**src/sv/yaz0_stream_decoder_core_defines.svh**
```systemverilog
// Assertion helpers used by the decoder control module.
`ifndef YAZ0_STREAM_DECODER_CORE_DEFINES_SVH
`define YAZ0_STREAM_DECODER_CORE_DEFINES_SVH

// same-cycle implication, checked on clk, off while rst_n is low
`define YAZ0_ASSERT_NOW(lbl, ante, cons, msg) \
  lbl: assert property (@(posedge clk) disable iff (!rst_n) (ante) |-> (cons)) \
    else $error(msg);

// next-cycle implication
`define YAZ0_ASSERT_NEXT(lbl, ante, cons, msg) \
  lbl: assert property (@(posedge clk) disable iff (!rst_n) (ante) |=> (cons)) \
    else $error(msg);

`endif

```
**src/sv/yaz0_pkg.sv**
```systemverilog
package yaz0_pkg;

  localparam int WIN_AW    = 12;
  localparam int LEN_W     = 27;
  localparam int LANES     = 8;
  localparam int LANE_AW   = 3;
  localparam int CNT_W     = 4;
  localparam int HDR_BYTES = 16;

  localparam logic [8:0] LONG_BIAS  = 9'h012;
  localparam logic [8:0] SHORT_BIAS = 9'd2;

  localparam logic [2:0] PH_HEADER = 3'd0;
  localparam logic [2:0] PH_CODE   = 3'd1;
  localparam logic [2:0] PH_LIT    = 3'd2;
  localparam logic [2:0] PH_PAIR1  = 3'd3;
  localparam logic [2:0] PH_PAIR2  = 3'd4;
  localparam logic [2:0] PH_EXT    = 3'd5;

  localparam logic [1:0] FLT_OK      = 2'd0;
  localparam logic [1:0] FLT_TRUNC   = 2'd1;
  localparam logic [1:0] FLT_EARLY   = 2'd2;
  localparam logic [1:0] FLT_OVERRUN = 2'd3;

  typedef struct packed {
    logic [LANES-1:0][7:0] lanes;
    logic [CNT_W-1:0]      cnt;
    logic                  run_end;
    logic                  done;
    logic [1:0]            fault;
  } beat_t;

endpackage

```
**src/sv/yaz0_ctrl.sv**
```systemverilog
`include "yaz0_stream_decoder_core_defines.svh"

module yaz0_ctrl
  import yaz0_pkg::*;
(
  input  logic              clk,
  input  logic              rst_n,
  input  logic              in_valid,
  output logic              in_ready,
  input  logic              in_start,
  input  logic [7:0]        in_byte,
  input  logic              in_last,
  input  logic              cfg_wr_en,
  input  logic [LEN_W-1:0]  cfg_wr_data,
  output logic              mem_we,
  output logic [WIN_AW-1:0] mem_waddr,
  output logic [7:0]        mem_wdata,
  output logic [WIN_AW-1:0] mem_raddr,
  input  logic [7:0]        mem_rdata,
  output logic              beat_valid,
  output beat_t             beat,
  input  logic              beat_ack
);

  typedef enum logic [6:0] {
    S_IDLE   = 7'b0000001,
    S_DECODE = 7'b0000010,
    S_SETUP  = 7'b0000100,
    S_RD     = 7'b0001000,
    S_WR     = 7'b0010000,
    S_EMIT   = 7'b0100000,
    S_FIN    = 7'b1000000
  } st_t;

  st_t                   st_r, st_nxt;
  logic [LEN_W-1:0]      out_len_r, out_len_nxt;
  logic [WIN_AW-1:0]     ptr_r, ptr_nxt;
  logic [LEN_W-1:0]      produced_r, produced_nxt;
  logic [7:0]            code_r, code_nxt;
  logic [3:0]            bl_r, bl_nxt;
  logic [2:0]            phase_r, phase_nxt;
  logic [4:0]            hs_r, hs_nxt;
  logic [7:0]            pf_r, pf_nxt;
  logic [7:0]            ps_r, ps_nxt;
  logic                  halted_r, halted_nxt;
  logic [LANES-1:0][7:0] lanes_r, lanes_nxt;
  logic [CNT_W-1:0]      cnt_r, cnt_nxt;
  logic [1:0]            cfault_r, cfault_nxt;
  logic [7:0]            byte_r, byte_nxt;
  logic                  last_r, last_nxt;
  logic [8:0]            len_r, len_nxt;
  logic [8:0]            left_r, left_nxt;

  logic [12:0]      ref_dist;
  logic [LEN_W-1:0] remaining;
  logic [7:0]       tok_code;
  logic [3:0]       tok_bl;
  logic [2:0]       tok_phase;
  logic             fin_halt, fin_done;
  logic [1:0]       fin_fault;

  assign ref_dist  = {1'b0, pf_r[3:0], ps_r} + 13'd1;
  assign remaining = (produced_r < out_len_r) ? out_len_r - produced_r : '0;

  // advance to the next code bit
  always_comb begin
    tok_code = {code_r[6:0], 1'b0};
    tok_bl   = (bl_r != 4'd0) ? bl_r - 4'd1 : 4'd0;
    if (tok_bl == 4'd0) begin
      tok_phase = PH_CODE;
    end else begin
      tok_phase = tok_code[7] ? PH_LIT : PH_PAIR1;
    end
  end

  always_comb begin
    fin_halt  = 1'b0;
    fin_done  = 1'b0;
    fin_fault = FLT_OK;
    if (cfault_r == FLT_EARLY) begin
      fin_halt  = 1'b1;
      fin_fault = FLT_EARLY;
    end else if (cfault_r == FLT_OVERRUN) begin
      fin_halt  = 1'b1;
      fin_done  = 1'b1;
      fin_fault = FLT_OVERRUN;
    end else if (phase_r != PH_HEADER && produced_r >= out_len_r) begin
      fin_halt = 1'b1;
      fin_done = 1'b1;
    end else if (last_r) begin
      fin_halt  = 1'b1;
      fin_fault = FLT_TRUNC;
    end
  end

  assign in_ready = (st_r == S_IDLE);

  always_comb begin
    st_nxt       = st_r;
    out_len_nxt  = cfg_wr_en ? cfg_wr_data : out_len_r;
    ptr_nxt      = ptr_r;
    produced_nxt = produced_r;
    code_nxt     = code_r;
    bl_nxt       = bl_r;
    phase_nxt    = phase_r;
    hs_nxt       = hs_r;
    pf_nxt       = pf_r;
    ps_nxt       = ps_r;
    halted_nxt   = halted_r;
    lanes_nxt    = lanes_r;
    cnt_nxt      = cnt_r;
    cfault_nxt   = cfault_r;
    byte_nxt     = byte_r;
    last_nxt     = last_r;
    len_nxt      = len_r;
    left_nxt     = left_r;
    mem_we       = 1'b0;
    mem_waddr    = ptr_r;
    mem_wdata    = byte_r;
    mem_raddr    = ptr_r - ref_dist[WIN_AW-1:0];
    beat_valid   = 1'b0;
    beat.lanes   = lanes_r;
    beat.cnt     = cnt_r;
    beat.run_end = 1'b0;
    beat.done    = 1'b0;
    beat.fault   = FLT_OK;

    unique case (st_r)
      S_IDLE: begin
        if (in_valid) begin
          byte_nxt = in_byte;
          last_nxt = in_last;
          if (in_start) begin
            ptr_nxt      = '0;
            produced_nxt = '0;
            code_nxt     = '0;
            bl_nxt       = '0;
            phase_nxt    = PH_HEADER;
            hs_nxt       = '0;
            pf_nxt       = '0;
            ps_nxt       = '0;
            halted_nxt   = 1'b0;
          end
          st_nxt = S_DECODE;
        end
      end
      S_DECODE: begin
        cfault_nxt = FLT_OK;
        st_nxt     = S_FIN;
        if (halted_r) begin
          st_nxt = S_IDLE;
        end else begin
          case (phase_r)
            PH_HEADER: begin
              hs_nxt = hs_r + 5'd1;
              if (hs_nxt >= 5'(HDR_BYTES)) begin
                phase_nxt = PH_CODE;
              end
            end
            PH_CODE: begin
              code_nxt  = byte_r;
              bl_nxt    = 4'd8;
              phase_nxt = byte_r[7] ? PH_LIT : PH_PAIR1;
            end
            PH_LIT: begin
              mem_we       = 1'b1;
              ptr_nxt      = ptr_r + 1'b1;
              produced_nxt = produced_r + 1'b1;
              lanes_nxt[0] = byte_r;
              cnt_nxt      = CNT_W'(1);
              code_nxt     = tok_code;
              bl_nxt       = tok_bl;
              phase_nxt    = tok_phase;
            end
            PH_PAIR1: begin
              pf_nxt    = byte_r;
              phase_nxt = PH_PAIR2;
            end
            PH_PAIR2: begin
              ps_nxt = byte_r;
              if (pf_r[7:4] == 4'd0) begin
                phase_nxt = PH_EXT;
              end else begin
                len_nxt = {5'd0, pf_r[7:4]} + SHORT_BIAS;
                st_nxt  = S_SETUP;
              end
            end
            default: begin
              len_nxt = {1'b0, byte_r} + LONG_BIAS;
              st_nxt  = S_SETUP;
            end
          endcase
        end
      end
      S_SETUP: begin
        st_nxt = S_FIN;
        if ({14'd0, ref_dist} > produced_r) begin
          cfault_nxt = FLT_EARLY;
        end else begin
          // clip the copy to what is still expected
          if ({18'd0, len_r} > remaining) begin
            left_nxt   = remaining[8:0];
            cfault_nxt = FLT_OVERRUN;
          end else begin
            left_nxt = len_r;
          end
          code_nxt  = tok_code;
          bl_nxt    = tok_bl;
          phase_nxt = tok_phase;
          if (left_nxt != 9'd0) begin
            st_nxt = S_RD;
          end
        end
      end
      S_RD: begin
        st_nxt = S_WR;
      end
      S_WR: begin
        mem_we                  = 1'b1;
        mem_wdata               = mem_rdata;
        ptr_nxt                 = ptr_r + 1'b1;
        produced_nxt            = produced_r + 1'b1;
        lanes_nxt[cnt_r[LANE_AW-1:0]] = mem_rdata;
        cnt_nxt                 = cnt_r + 1'b1;
        left_nxt                = left_r - 9'd1;
        if (left_r == 9'd1) begin
          st_nxt = S_FIN;
        end else if (cnt_nxt == CNT_W'(LANES)) begin
          st_nxt = S_EMIT;
        end else begin
          st_nxt = S_RD;
        end
      end
      S_EMIT: begin
        beat_valid = 1'b1;
        if (beat_ack) begin
          lanes_nxt = '0;
          cnt_nxt   = '0;
          st_nxt    = S_RD;
        end
      end
      S_FIN: begin
        beat.run_end = 1'b1;
        beat.done    = fin_done;
        beat.fault   = fin_fault;
        if (fin_halt || cnt_r != '0) begin
          beat_valid = 1'b1;
          if (beat_ack) begin
            halted_nxt = fin_halt;
            lanes_nxt  = '0;
            cnt_nxt    = '0;
            st_nxt     = S_IDLE;
          end
        end else begin
          st_nxt = S_IDLE;
        end
      end
      default: st_nxt = S_IDLE;
    endcase
  end

  always_ff @(posedge clk) begin
    if (!rst_n) begin
      st_r       <= S_IDLE;
      out_len_r  <= '0;
      ptr_r      <= '0;
      produced_r <= '0;
      code_r     <= '0;
      bl_r       <= '0;
      phase_r    <= PH_HEADER;
      hs_r       <= '0;
      pf_r       <= '0;
      ps_r       <= '0;
      halted_r   <= 1'b0;
      lanes_r    <= '0;
      cnt_r      <= '0;
      cfault_r   <= FLT_OK;
    end else begin
      st_r       <= st_nxt;
      out_len_r  <= out_len_nxt;
      ptr_r      <= ptr_nxt;
      produced_r <= produced_nxt;
      code_r     <= code_nxt;
      bl_r       <= bl_nxt;
      phase_r    <= phase_nxt;
      hs_r       <= hs_nxt;
      pf_r       <= pf_nxt;
      ps_r       <= ps_nxt;
      halted_r   <= halted_nxt;
      lanes_r    <= lanes_nxt;
      cnt_r      <= cnt_nxt;
      cfault_r   <= cfault_nxt;
    end
  end

  always_ff @(posedge clk) begin
    byte_r <= byte_nxt;
    last_r <= last_nxt;
    len_r  <= len_nxt;
    left_r <= left_nxt;
  end

  `YAZ0_ASSERT_NOW(a_cnt_max, 1'b1, cnt_r <= CNT_W'(LANES), "beat count above lane count")
  `YAZ0_ASSERT_NOW(a_rd_left, st_r == S_RD, left_r != 9'd0, "copy read with nothing left")
  `YAZ0_ASSERT_NOW(a_emit_full, st_r == S_EMIT, cnt_r == CNT_W'(LANES), "partial mid-run beat")
  `YAZ0_ASSERT_NEXT(a_wr_ptr, st_r == S_WR, ptr_r == $past(ptr_r) + 1'b1, "history ptr skipped")

endmodule

```
**config.mk**
```make
export PLATFORM = sky130hd
export DESIGN_NAME = yaz0_ctrl
export DESIGN_NICKNAME = d
export VERILOG_FILES = /design/src/sv/yaz0_pkg.sv /design/src/sv/yaz0_ctrl.sv
export VERILOG_INCLUDE_DIRS = /design/src /design/src/sv
export SDC_FILE = /design/constraint.sdc
export NUM_CORES = 1
export LEC_CHECK = 0
export BUFFER_PORTS_ARGS = -buffer_cell sky130_fd_sc_hd__buf_2
export CORE_AREA = 2 2 175 177
export CTS_BUF_LIST = sky130_fd_sc_hd__clkbuf_8
export DETAILED_ROUTE_END_ITERATION = 8
export DIE_AREA = 0 0 177 179
export PLACE_DENSITY_LB_ADDON = 0.12
export SLEW_MARGIN = 20
export SYNTH_ARGS = -nofsm -noshare
export SYNTH_HDL_FRONTEND = slang
export SYNTH_SLANG_ARGS = --single-unit
```
**constraint.sdc**
```tcl
create_clock -name clk -period 8.5 [get_ports clk]
set_input_delay 2.125 -clock clk [delete_from_list [all_inputs] [get_ports clk]]
set_output_delay 2.125 -clock clk [all_outputs]
set_load 0.03 [all_outputs]
```
# Yosys cells after proc, flatten, opt, wreduce, memory -nomap -nowiden
# Index checks and enable logic that the tools add are counted.
# totals
register_bits,206
word_cells,216
# classes
addsub,11
order_cmp,7
eq_ne,33
muxes,105
n_bitwise,2
n_reduce_logical,33
# op_table
cell,count
56-bit case mux with 3 select lines,1
27-bit two-way mux,5
64-bit two-way mux,2
27-bit case mux with 3 select lines,1
8-bit two-way mux,10
7-bit two-way mux,11
64-bit bitwise mux,1
7-bit case mux with 7 select lines,1
12-bit two-way mux,4
9-bit two-way mux,5
4-bit two-way mux,10
12-bit case mux with 3 select lines,1
9-bit case mux with 2 select lines,2
8-bit case mux with 2 select lines,2
8-bit case mux with 4 select lines,1
7-bit case mux with 2 select lines,2
"27-bit by 1-bit adder with 27-bit output, second input constant",1
27-bit >= comparator,1
13-bit by 27-bit greater-than comparator with 1-bit output,1
9-bit by 27-bit greater-than comparator with 1-bit output,1
27-bit < comparator,1
27-bit subtractor,1
5-bit AND reduction,5
8-bit demux with 3-bit select,1
59 further kinds,120

# Logic depth before layout (Yosys ltp)
# Gate-level depths: netlist (run 1).
# depth
word_depth,10
ltp_mapped,24

# Worst setup path after synthesis (run 1)
# Ideal clock, no wire load.
# synth_path
path_kind,register -> register
from,register produced_r[8]
to,"register left_r[6], data pin"
setup_time_ns,0.259
t_arrival_ns,4.676
required_ns,8.241
slack_ns,3.565
path_stages_with_launch,25
n_path_buf,3
path_cell_list,dfxtp_1 > inv_1 > ha_1 > buf_2 > nand4_1 > o31a_1 > o21a_1 > a211oi_1 > nor3_1 > a21oi_1 > clkbuf_1 > nand2_1 > ha_1 > nor2b_1 > o21a_1 > o21ai_0 > a21oi_1 > o21ai_0 > a2111oi_0 > nand4_1 > nor4_4 > nor2_2 > buf_6 > and2_4 > o31a_1
# synth_via
elab_chain_len,8
word_cells_on_any_way,9
# synth_rtl
item,line_no,rtl
from (decl),yaz0_ctrl.sv:38,"logic [LEN_W-1:0] produced_r, produced_nxt;"
from (signal assigned),yaz0_ctrl.sv:282,produced_r <= produced_nxt;
27-bit subtractor or 27-bit < comparator (tied branches),yaz0_ctrl.sv:63,assign remaining = (produced_r < out_len_r) ? out_len_r - produced_r : '0;
27-bit two-way mux (*),yaz0_ctrl.sv:63,
9-bit by 27-bit greater-than comparator with 1-bit output,yaz0_ctrl.sv:201,"if ({18'd0, len_r} > remaining) begin"
9-bit two-way mux (*),yaz0_ctrl.sv:201,
9-bit two-way mux (*),yaz0_ctrl.sv:197,"if ({14'd0, ref_dist} > produced_r) begin"
9-bit two-way mux (*),yaz0_ctrl.sv:128,unique case (st_r)
9-bit two-way mux (*),yaz0_ctrl.sv:197,
9-bit case mux with 2 select lines (*),yaz0_ctrl.sv:128,
via left_nxt[6],yaz0_ctrl.sv:52,"logic [8:0] left_r, left_nxt;"
to (signal assigned),yaz0_ctrl.sv:300,left_r <= left_nxt;
to (decl),yaz0_ctrl.sv:52,
# Mark *: on every way through the listed nets, which the timed path passes. The rest lies on a longest branch. The select of a mux whose other input is x is not followed.
# A chain may end at the register's enable or synchronous reset.

# Final worst setup path (run 1)
# layout_path
from,register produced_r[10]
to,"register left_r[6], data pin"
# Same word-level chain as after synthesis.

==> results of run 1 <==
[cells in the mapped netlist, types with 6 or more instances]
master       n
nor3_1      30
xor2_1      38
nand3_1     44
o211ai_1     6
nand4_1     22
nor3b_1      7
a21o_1      15
o21ai_0     40
a22oi_1     10
o21a_1      11
o22ai_1     36
o2bb2ai_1   24
dfxtp_1    179
mux2i_1     44
nand2_1    168
and3_1      19
clkbuf_1    46
ha_1        71
nor2_1     198
inv_1       84
a31oi_1     18
o21bai_1     7
xnor2_1     50
a211oi_1    21
nor2b_1     16
a21oi_1     77
nor4_1      17
edfxtp_1    27
and2_1       6
[stage by stage]
| stage | worst slack, ns | util (%) | cell area [sq um] | hold slack (ns) |
|---|---|---|---|---|
| 2_1_floorplan | 3.56 | - | 11800 | 0.446 |
| 6_report | 2.74 | 45.7 | 13700 | 0.451 |
| 4_1_cts | 2.72 | 45.7 | 13700 | 0.451 |
| 3_3_place_gp | 2.98 | 43.0 | 12900 | 0.438 |
| 5_1_grt | 2.01 | 45.7 | 13700 | 0.466 |
| 3_5_place_dp | 2.85 | 43.0 | 12900 | 0.441 |
[final cells by class]
type                       instances  share of cell area (%)
multi-input combinational       1081                    49.9
sequential                       206                    32.0
timing repair buffer             168                    6.35
clock buffer                      50                    5.02
tap                              396                    3.61
inverter                          84                    2.30
clock inverter                    22                   0.839
[cells by family after synthesis]
logic type / synth area share, %
mux: 4.23
buf+inv: 5.14
compound gates: 17.7
xor+xnor: 6.52
flops: 37.2
fa+ha+maj: 7.85
simple gates: 21.4
[power by group through the flow]
stage / Combinational (mW) / Sequential, mW / Clock (mW)
finish: 0.381 / 1.04 / 0.980
global route: 0.423 / 1.04 / 1.06
CTS: 0.380 / 1.04 / 1.01
detailed placement: 0.378 / 1.06 / 0
global placement: 0.379 / 1.06 / 0
floorplan: 0.289 / 1.04 / 0
[registers in the layout, indices dropped and copies added (netlist names), 9 cells and up]
register    flops
produced_r     27
left_r          9
beat           64
len_r           9
out_len_r      27
mem_waddr      12
[routing by layer]
metal / part of all wire, % / vias to the layer above / track usage [%]
met3: 5.2 / 62 / 3.90
met2: 47 / 262 / 36.1
met5: 0 / - / 0
met4: 2.9 / 0 / 7.23
li1: - / 5354 / -
met1: 45 / 5022 / 26.8
[how the worst max path moves through the flow]
stage                           to  cells past startpoint                        start
2_1_floorplan  left_r[6]$_DFFE_PP_                     24   produced_r[8]$_SDFFE_PN0P_
3_3_place_gp   left_r[6]$_DFFE_PP_                     21  produced_r[10]$_SDFFE_PN0P_
3_5_place_dp   left_r[6]$_DFFE_PP_                     21   produced_r[7]$_SDFFE_PN0P_
4_1_cts               mem_raddr[9]                     15         ps_r[0]$_SDFFE_PN0P_
5_1_grt        left_r[6]$_DFFE_PP_                     21  produced_r[10]$_SDFFE_PN0P_
6_report       left_r[6]$_DFFE_PP_                     21  produced_r[10]$_SDFFE_PN0P_
[critical path, cell delays in order (launching register included)]
cell and delay (ns):
dfxtp_1 0.36, inv_1 0.09, ha_1 0.42, nand4_1 0.18
o31a_1 0.33, o21a_1 0.13, a211oi_1 0.22, nor3_1 0.12
a21oi_1 0.85, nand2_1 0.14, ha_1 0.33, nor2b_1 0.13
o21a_1 0.12, o21ai_0 0.07, a21oi_1 0.14, o21ai_0 0.18
a2111oi_0 0.33, nand4_1 0.21, nor4_4 0.48, nor2_2 0.21
and2_4 0.21, o31a_1 0.26
[placed cells by master, fill, tap and decap left out, types with 18 or more instances in the layout]
cell and instances:
buf_2 156, nand3_1 44, o21ai_0 39, ha_1 71
mux2i_1 44, nand2_1 168, nor3_1 29, inv_1 99
a21oi_1 77, xor2_1 38, o2bb2ai_1 24, a211oi_1 21
a31oi_1 18, nand4_1 22, xnor2_1 50, nor2_1 198
edfxtp_1 27, dfxtp_1 179, o22ai_1 36, clkbuf_8 50
and3_1 19
==> flow_summary.ini, run 1 <==
[clock_network]
clkTransAtPathRegs_ns = 0.06
cts_resized = 0
cts-root-buf = clkbuf_8
cts_buffer_depth = 3
clock-sinks = 206
cts_tree = built
htreeDepth = 2
cts_buffers = 40
hold_buffers = 0
cts_setup_buffers = 0
insertion_delay_ns = 0.56

[pwr]
switching_share_pct = 29.6
internal_power_mw = 1.69
finalPower_mw = 2.40
leakage_nw = 5.89
powerDensity_nw_per_um2 = 175
p_seq_share_pct = 43.2
ir_worst_vdd_mv = 0.113
power_frac_comb_pct = 15.9
power.switching_mw = 0.709
power_frac_clock_pct = 40.9

[global_route]
grt_pass1_vias = 10400
grt_first_pass_wirelength_um = 53800
antenna_found_initial = 0
grt_max_degree = 60
grtUsageTotal_pct = 21.2
overflow = 0

[critical_path]
critPathKind = flop to flop
crit_fanout = 16
ff2ff_path_depth = 21
end_kind = flop
rr_endpoint = left_r[6]$_DFFE_PP_
worstPathArrival_ns = 6.05
r2r_start = produced_r[10]$_SDFFE_PN0P_
worst_setup_path_start_kind = flop
worstPathRequired_ns = 8.80
r2r_slack_ns = 2.74

[hold_path]
min_delay_path_depth = 2
hold_class = flop to flop
min_to = beat[57]$_SDFFE_PN0P_
worstHoldStart = beat[57]$_SDFFE_PN0P_

[place]
gp_congestion = 0.915
port_buffers = 156
dp_hpwl_um = 25000
dp_cells = 1935

[drt]
drt_iter0_markers = 608
firstDrtPassIters = 5
dr_total_vias = 10700
ant_nets = 0
drt_wl_total_um = 33900
wl_per_cell_um = 16.9
avgViaCountPerCell = 5.33
drc_errors = 0

[layout]
drive_gt1_share_pct = 15.6
diodes = 0
regArea_sq_um = 4390
final_cells = 2007
nFillCells = 2995
syn_to_final_growth_pct = 16.0
multiInputGateArea_sq_um = 6840
fin_nets = 1704

[synthesis]
synth-main-ff-cell = dfxtp_1
synth_area_leader_cell = dfxtp_1
syn-num-nets = 1553
synth_area_sq_um = 11800
synth_top_area_share_pct = 30.3
synth.area.top_cells = dfxtp_1 (30%), ha_1 (7.5%), edfxtp_1 (6.9%)
synth_edf_count = 27
ys_seq_area_share_pct = 37.2
synth-async-reset-ratio_pct = 0
ys_types = 79
synth_area_per_cell_sq_um = 8.27
yosysWarnings = 0
ys_ff_latch = 206
syn_inst = 1430

[timing]
rsz0062_at_grt = false
min_period_ns = 5.76
final.setup.tns_ns = 0
tightest_slew_ns = 1.06
setup_viol = 0
drv_slew = 0
hold_viol = 0
skew_ns = 0.0280
period_share_pct = 67.7
max_freq_mhz = 174
slew_headroom_pct = 29.4

[floorplan]
rows = 64
initial_core_util_pct = 39.4
coreArea_sq_um = 30000
die_area_sq_um = 31700
fp.dieH_um = 179
io_pins = 157
die_x_um = 177

[run]
max-cap-violations = 0

[run_status]
status = completed
No activity file was read; power rests on OpenSTA's default activity.
==> run 2: changes to the inputs <==
clock period = 5.3 ns   (was 8.5 ns; I/O delays follow)
==> run 2 against run 1 <==
Compared with the run above: critical path depth decreased by 9; critical path type is now flop to output pin; highest routed layer unchanged; largest cell class unchanged; wire length is 2.0% higher; setup slack worse by 2.3 ns; largest power group unchanged.
==> flow_summary.ini, run 2 (synthesized netlist as in run 1, its figures left out) <==
[run_status]
status = completed

[hold_path]
hold_class = flop to flop

[place]
detailedPlace.worstSlack_ns = 0.391
gp_congestion = 0.906
dp_hpwl_um = 25400
port_buffers = 156
dp_cells = 1945

[critical_path]
cp_slowest_cell = ha_1
crit_family = compound AO/OA/AOI/OAI gates
end_kind = output pin
worstPathRequired_ns = 3.97
worstPathArrival_ns = 3.57
max_stage_delay_ns = 0.39
critPathKind = flop to output pin
cp_common_cell = a21o_1
crit_fanout = 7
worstPathBufferInverterCount = 3
crit_chain = inv_1 > ha_1 > a21o_1 > a21o_1 > a221oi_1 > nor2b_1 > nor3_1 > buf_4 > a21o_1 > a21oi_2 > nor3_1 > buf_2
worst_setup_path_start_kind = flop

[floorplan]
rows = 64
coreArea_sq_um = 30000
initial_core_util_pct = 39.4
fp.dieH_um = 179
die_area_sq_um = 31700
io_pins = 157
die_x_um = 177

[timing]
fin_ws_ns = 0.404
slew_headroom_pct = 29.9
min_period_ns = 4.90
drv_slew = 0
final.setup.tns_ns = 0
skew_ns = 0.0270
tightest_slew_ns = 1.04
rsz0062_at_grt = false
max_freq_mhz = 204
hold_viol = 0
setup_viol = 0
period_share_pct = 92.4

[clock_network]
insertion_delay_ns = 0.57
cts_buffer_depth = 3
htreeDepth = 2
cts_setup_buffers = 0
cts-root-buf = clkbuf_8
hold_buffers = 0
clkTransAtPathRegs_ns = 0.06
clock-sinks = 206
cts_buffers = 39
cts_tree = built

[global_route]
grt_max_degree = 48
grt_pass1_vias = 10300
antenna_found_initial = 0
overflow = 0
grtUsageTotal_pct = 21.5
grt_first_pass_wirelength_um = 54600

[layout]
diodes = 0
fin_nets = 1713
final_cell_mix = nor2_1 (198), dfxtp_1 (179), nand2_1 (168)
largest_reg_flops = 64
syn_to_final_growth_pct = 16.5
final_cells = 2017
drive_gt1_share_pct = 16.1
layout_commonest_cell = nor2_1

[drt]
wl_per_cell_um = 17.1
firstDrtPassIters = 5
drt_iter0_markers = 688
drc_errors = 0
dr_total_vias = 10800
ant_nets = 0
drt_wl_total_um = 34600
avgViaCountPerCell = 5.33

[pwr]
powerDensity_nw_per_um2 = 278
ir_worst_vdd_mv = 0.177
leakage_nw = 5.92

[run]
max-cap-violations = 0
==> run 2: cell type report <==
class	count	area, sq um
inverters	84	315
multi-input cells	1081	6850
well taps	396	495
flip-flops and latches	206	4390
clock buffers	44	606
clock inverters	28	170
fillers	3067	16300
repair buffers	178	946
==> run 2: path summary, 6_finish.rpt <==
path / from / cells after the start / slack [ns] / endpoint
worst max register to register: produced_r[20]$_SDFFE_PN0P_ / 19 / 0.41 / left_r[6]$_DFFE_PP_
worst min-delay path: beat[61]$_SDFFE_PN0P_ / 2 / 0.45 / beat[61]$_SDFFE_PN0P_
worst max-delay path: produced_r[20]$_SDFFE_PN0P_ / 12 / 0.40 / beat[2]
worst min register to register: beat[61]$_SDFFE_PN0P_ / 2 / 0.45 / beat[61]$_SDFFE_PN0P_
==> run 2: what timing repair did <==
item	CTS	global route
endpoints found under the hold margin	0	0
setup endpoints to repair	0	3
resized for setup	0	3
==> run 2: through the flow <==
stage | total power, mW | hold slack (ns) | util [%] | area (sq um)
floorplan | 2.14 | 0.446 | - | 11800
global placement | 2.32 | 0.438 | 43.2 | 13000
detailed placement | 2.32 | 0.441 | 43.2 | 13000
CTS | 3.88 | 0.453 | 45.8 | 13800
global route | 4.02 | 0.470 | 45.9 | 13800
finish | 3.83 | 0.451 | 45.9 | 13800
==> run 2: power breakdown <==
group	switching [mW]	internal [mW]	leakage [nW]
Sequential	0.0401	1.62	1.70
Clock	0.713	0.821	0.460
Combinational	0.391	0.240	3.77
Total	1.14	2.68	5.92
==> run 2: worst register-to-register path, delay by kind of cell (launching register included) <==
family                     cells  cell delay [ns]
and+or+nand+nor                9             1.74
adders and majority gates      2             0.66
AOI/OAI and AO/OA              6             1.52
DFF                            1             0.38
buffers and inverters          2             0.31
==> run 2: metal layers <==
layer	vias up	wire length (um)	track usage (%)
li1	5400	-	-
met1	5008	15600	28.0
met2	293	16200	36.2
met3	58	1860	4.05
met4	0	821	6.54
met5	-	0	0
==> run 3: changes to the inputs <==
--- a/constraint.sdc
+++ b/constraint.sdc
@@ -3,2 +3,2 @@
 set_output_delay 1.325 -clock clk [all_outputs]
-set_load 0.03 [all_outputs]
+set_load 0.02 [all_outputs]
==> run 3 against run 2 <==
Compared with the run above: via count up 0.44%; sequential share of layout area rose by 0.070 points; clock skew is 0.0021 ns higher; sequential power about the same; clock power down 3%; cell area down 0.22%; wire length up 0.21%; largest cell class unchanged; register-to-register slack gained 0.12 ns; core utilization is 0.10 points lower; hold slack worse by 0.0030 ns; global-route usage grew 0.15 points; critical path type unchanged.
==> flow_summary.ini, run 3 (synthesized netlist as in run 1, its figures left out) <==
[timing]
setup_viol = 0
max_freq_mhz = 202
period_share_pct = 93.4
holdWs_ns = 0.448
min_period_ns = 4.95
final.setup.tns_ns = 0
slew_headroom_pct = 32.3
skew_ns = 0.0292
tightest_slew_ns = 1.00
rsz0062_at_grt = false
hold_viol = 0
drv_slew = 0

[layout]
largest_reg_flops = 64
final_cell_mix = nor2_1 (198), dfxtp_1 (179), nand2_1 (168)
drive_gt1_share_pct = 16.2
syn_to_final_growth_pct = 16.2
layout_commonest_cell = nor2_1
fin_nets = 1716
final_cells = 2011
diodes = 0
fin_area_sq_um = 13700

[run]
max-cap-violations = 0

[drt]
firstDrtPassIters = 5
wl_met2_um = 16000
drt_iter0_markers = 631
wl_met3_um = 1910
drc_errors = 0
drt_wl_total_um = 34600
top_layer = met5
avgViaCountPerCell = 5.37
ant_nets = 0
wl_per_cell_um = 17.2
met1_length_um = 15700
dr_total_vias = 10800

[critical_path]
worstPathBufferInverterCount = 3
worstPathArrival_ns = 3.63
crit_fanout = 7
worstPathRequired_ns = 3.97
max_stage_delay_ns = 0.44
crit_family = compound AO/OA/AOI/OAI gates
end_kind = output pin
worst_setup_path_start_kind = flop
crit_chain = inv_1 > ha_1 > nand4_1 > o31a_1 > o21a_1 > a211oi_1 > nor3_1 > buf_4 > a21o_1 > a21oi_1 > a22oi_1 > nor2_1 > buf_2
critPathKind = flop to output pin
cp_slowest_cell = ha_1

[global_route]
grtUsageTotal_pct = 21.7
grt_first_pass_wirelength_um = 55200
grt_pass1_vias = 10400
grt_max_degree = 46
antenna_found_initial = 1
overflow = 0

[clock_network]
cts-root-buf = clkbuf_8
hold_buffers = 0
cts_setup_buffers = 0
clkTransAtPathRegs_ns = 0.06
insertion_delay_ns = 0.56
cts_buffers = 39
cts_buffer_depth = 3
clock-sinks = 206
cts_resized = 0
htreeDepth = 2
cts_tree = built

[place]
gp_congestion = 0.900
dp_cells = 1948
dp_hpwl_um = 25900
dpl_cell_area_sq_um = 13000
port_buffers = 156

[pwr]
ir_worst_vdd_mv = 0.197
powerDensity_nw_per_um2 = 275
leakage_nw = 5.90
finalPower_mw = 3.78

[floorplan]
initial_core_util_pct = 39.4
die_area_sq_um = 31700
rows = 64
io_pins = 157
die_x_um = 177
fp.dieH_um = 179
coreArea_sq_um = 30000

[run_status]
status = completed

[hold_path]
hold_class = flop to flop
run 3: changes by cell type in the layout (fill, tap and decap cells not counted), sizes merged:
| cell | previous run | this run |
|---|---|---|
| buf | 178 | 181 |
| clkbuf | 44 | 41 |
| clkinv | 10 | 6 |
| inv | 101 | 99 |
run 3: tightest hold or removal path: stages, from the launching register on:
cell and delay (ns):
dfxtp_1 0.31, inv_1 0.05, o22ai_1 0.05
run 3: metal layers:
layer,track usage (%),vias to the layer above
met5,0,-
li1,-,5388
met2,36.1,297
met3,3.80,67
met1,28.3,5052
met4,7.47,2
run 3: area by class of cell:
type                            instances  area, sq um
Clock buffer                           41          564
Fill cell                            3047        16300
Multi-Input combinational cell       1081         6850
Timing Repair Buffer                  181          981
Inverter                               84          315
Clock inverter                         22          145
Sequential cell                       206         4390
Tap cell                              396          495
run 3: final timing paths:
path	start	end	slack, ns	depth (start not counted)
setup / recovery	produced_r[8]$_SDFFE_PN0P_	beat[0]	0.35	13
hold / removal	beat[57]$_SDFFE_PN0P_	beat[57]$_SDFFE_PN0P_	0.45	2
setup reg to reg	produced_r[8]$_SDFFE_PN0P_	left_r[6]$_DFFE_PP_	0.53	20
hold reg to reg	beat[57]$_SDFFE_PN0P_	beat[57]$_SDFFE_PN0P_	0.45	2
run 3: power by group:
part           internal, mW  switching (mW)  total [mW]  leakage, nW
Sequential             1.62          0.0389        1.66         1.70
Clock                 0.772           0.709        1.48        0.412
Combinational         0.244           0.389       0.633         3.79
run 3: per-stage QoR:
stage / util [%] / setup WS [ns]
after CTS: 45.7 / 0.321
after floorplan: - / 0.365
after global placement: 43.4 / 0.498
after detailed placement: 43.4 / 0.378
after global routing: 45.8 / 0.0354
final: 45.8 / 0.348
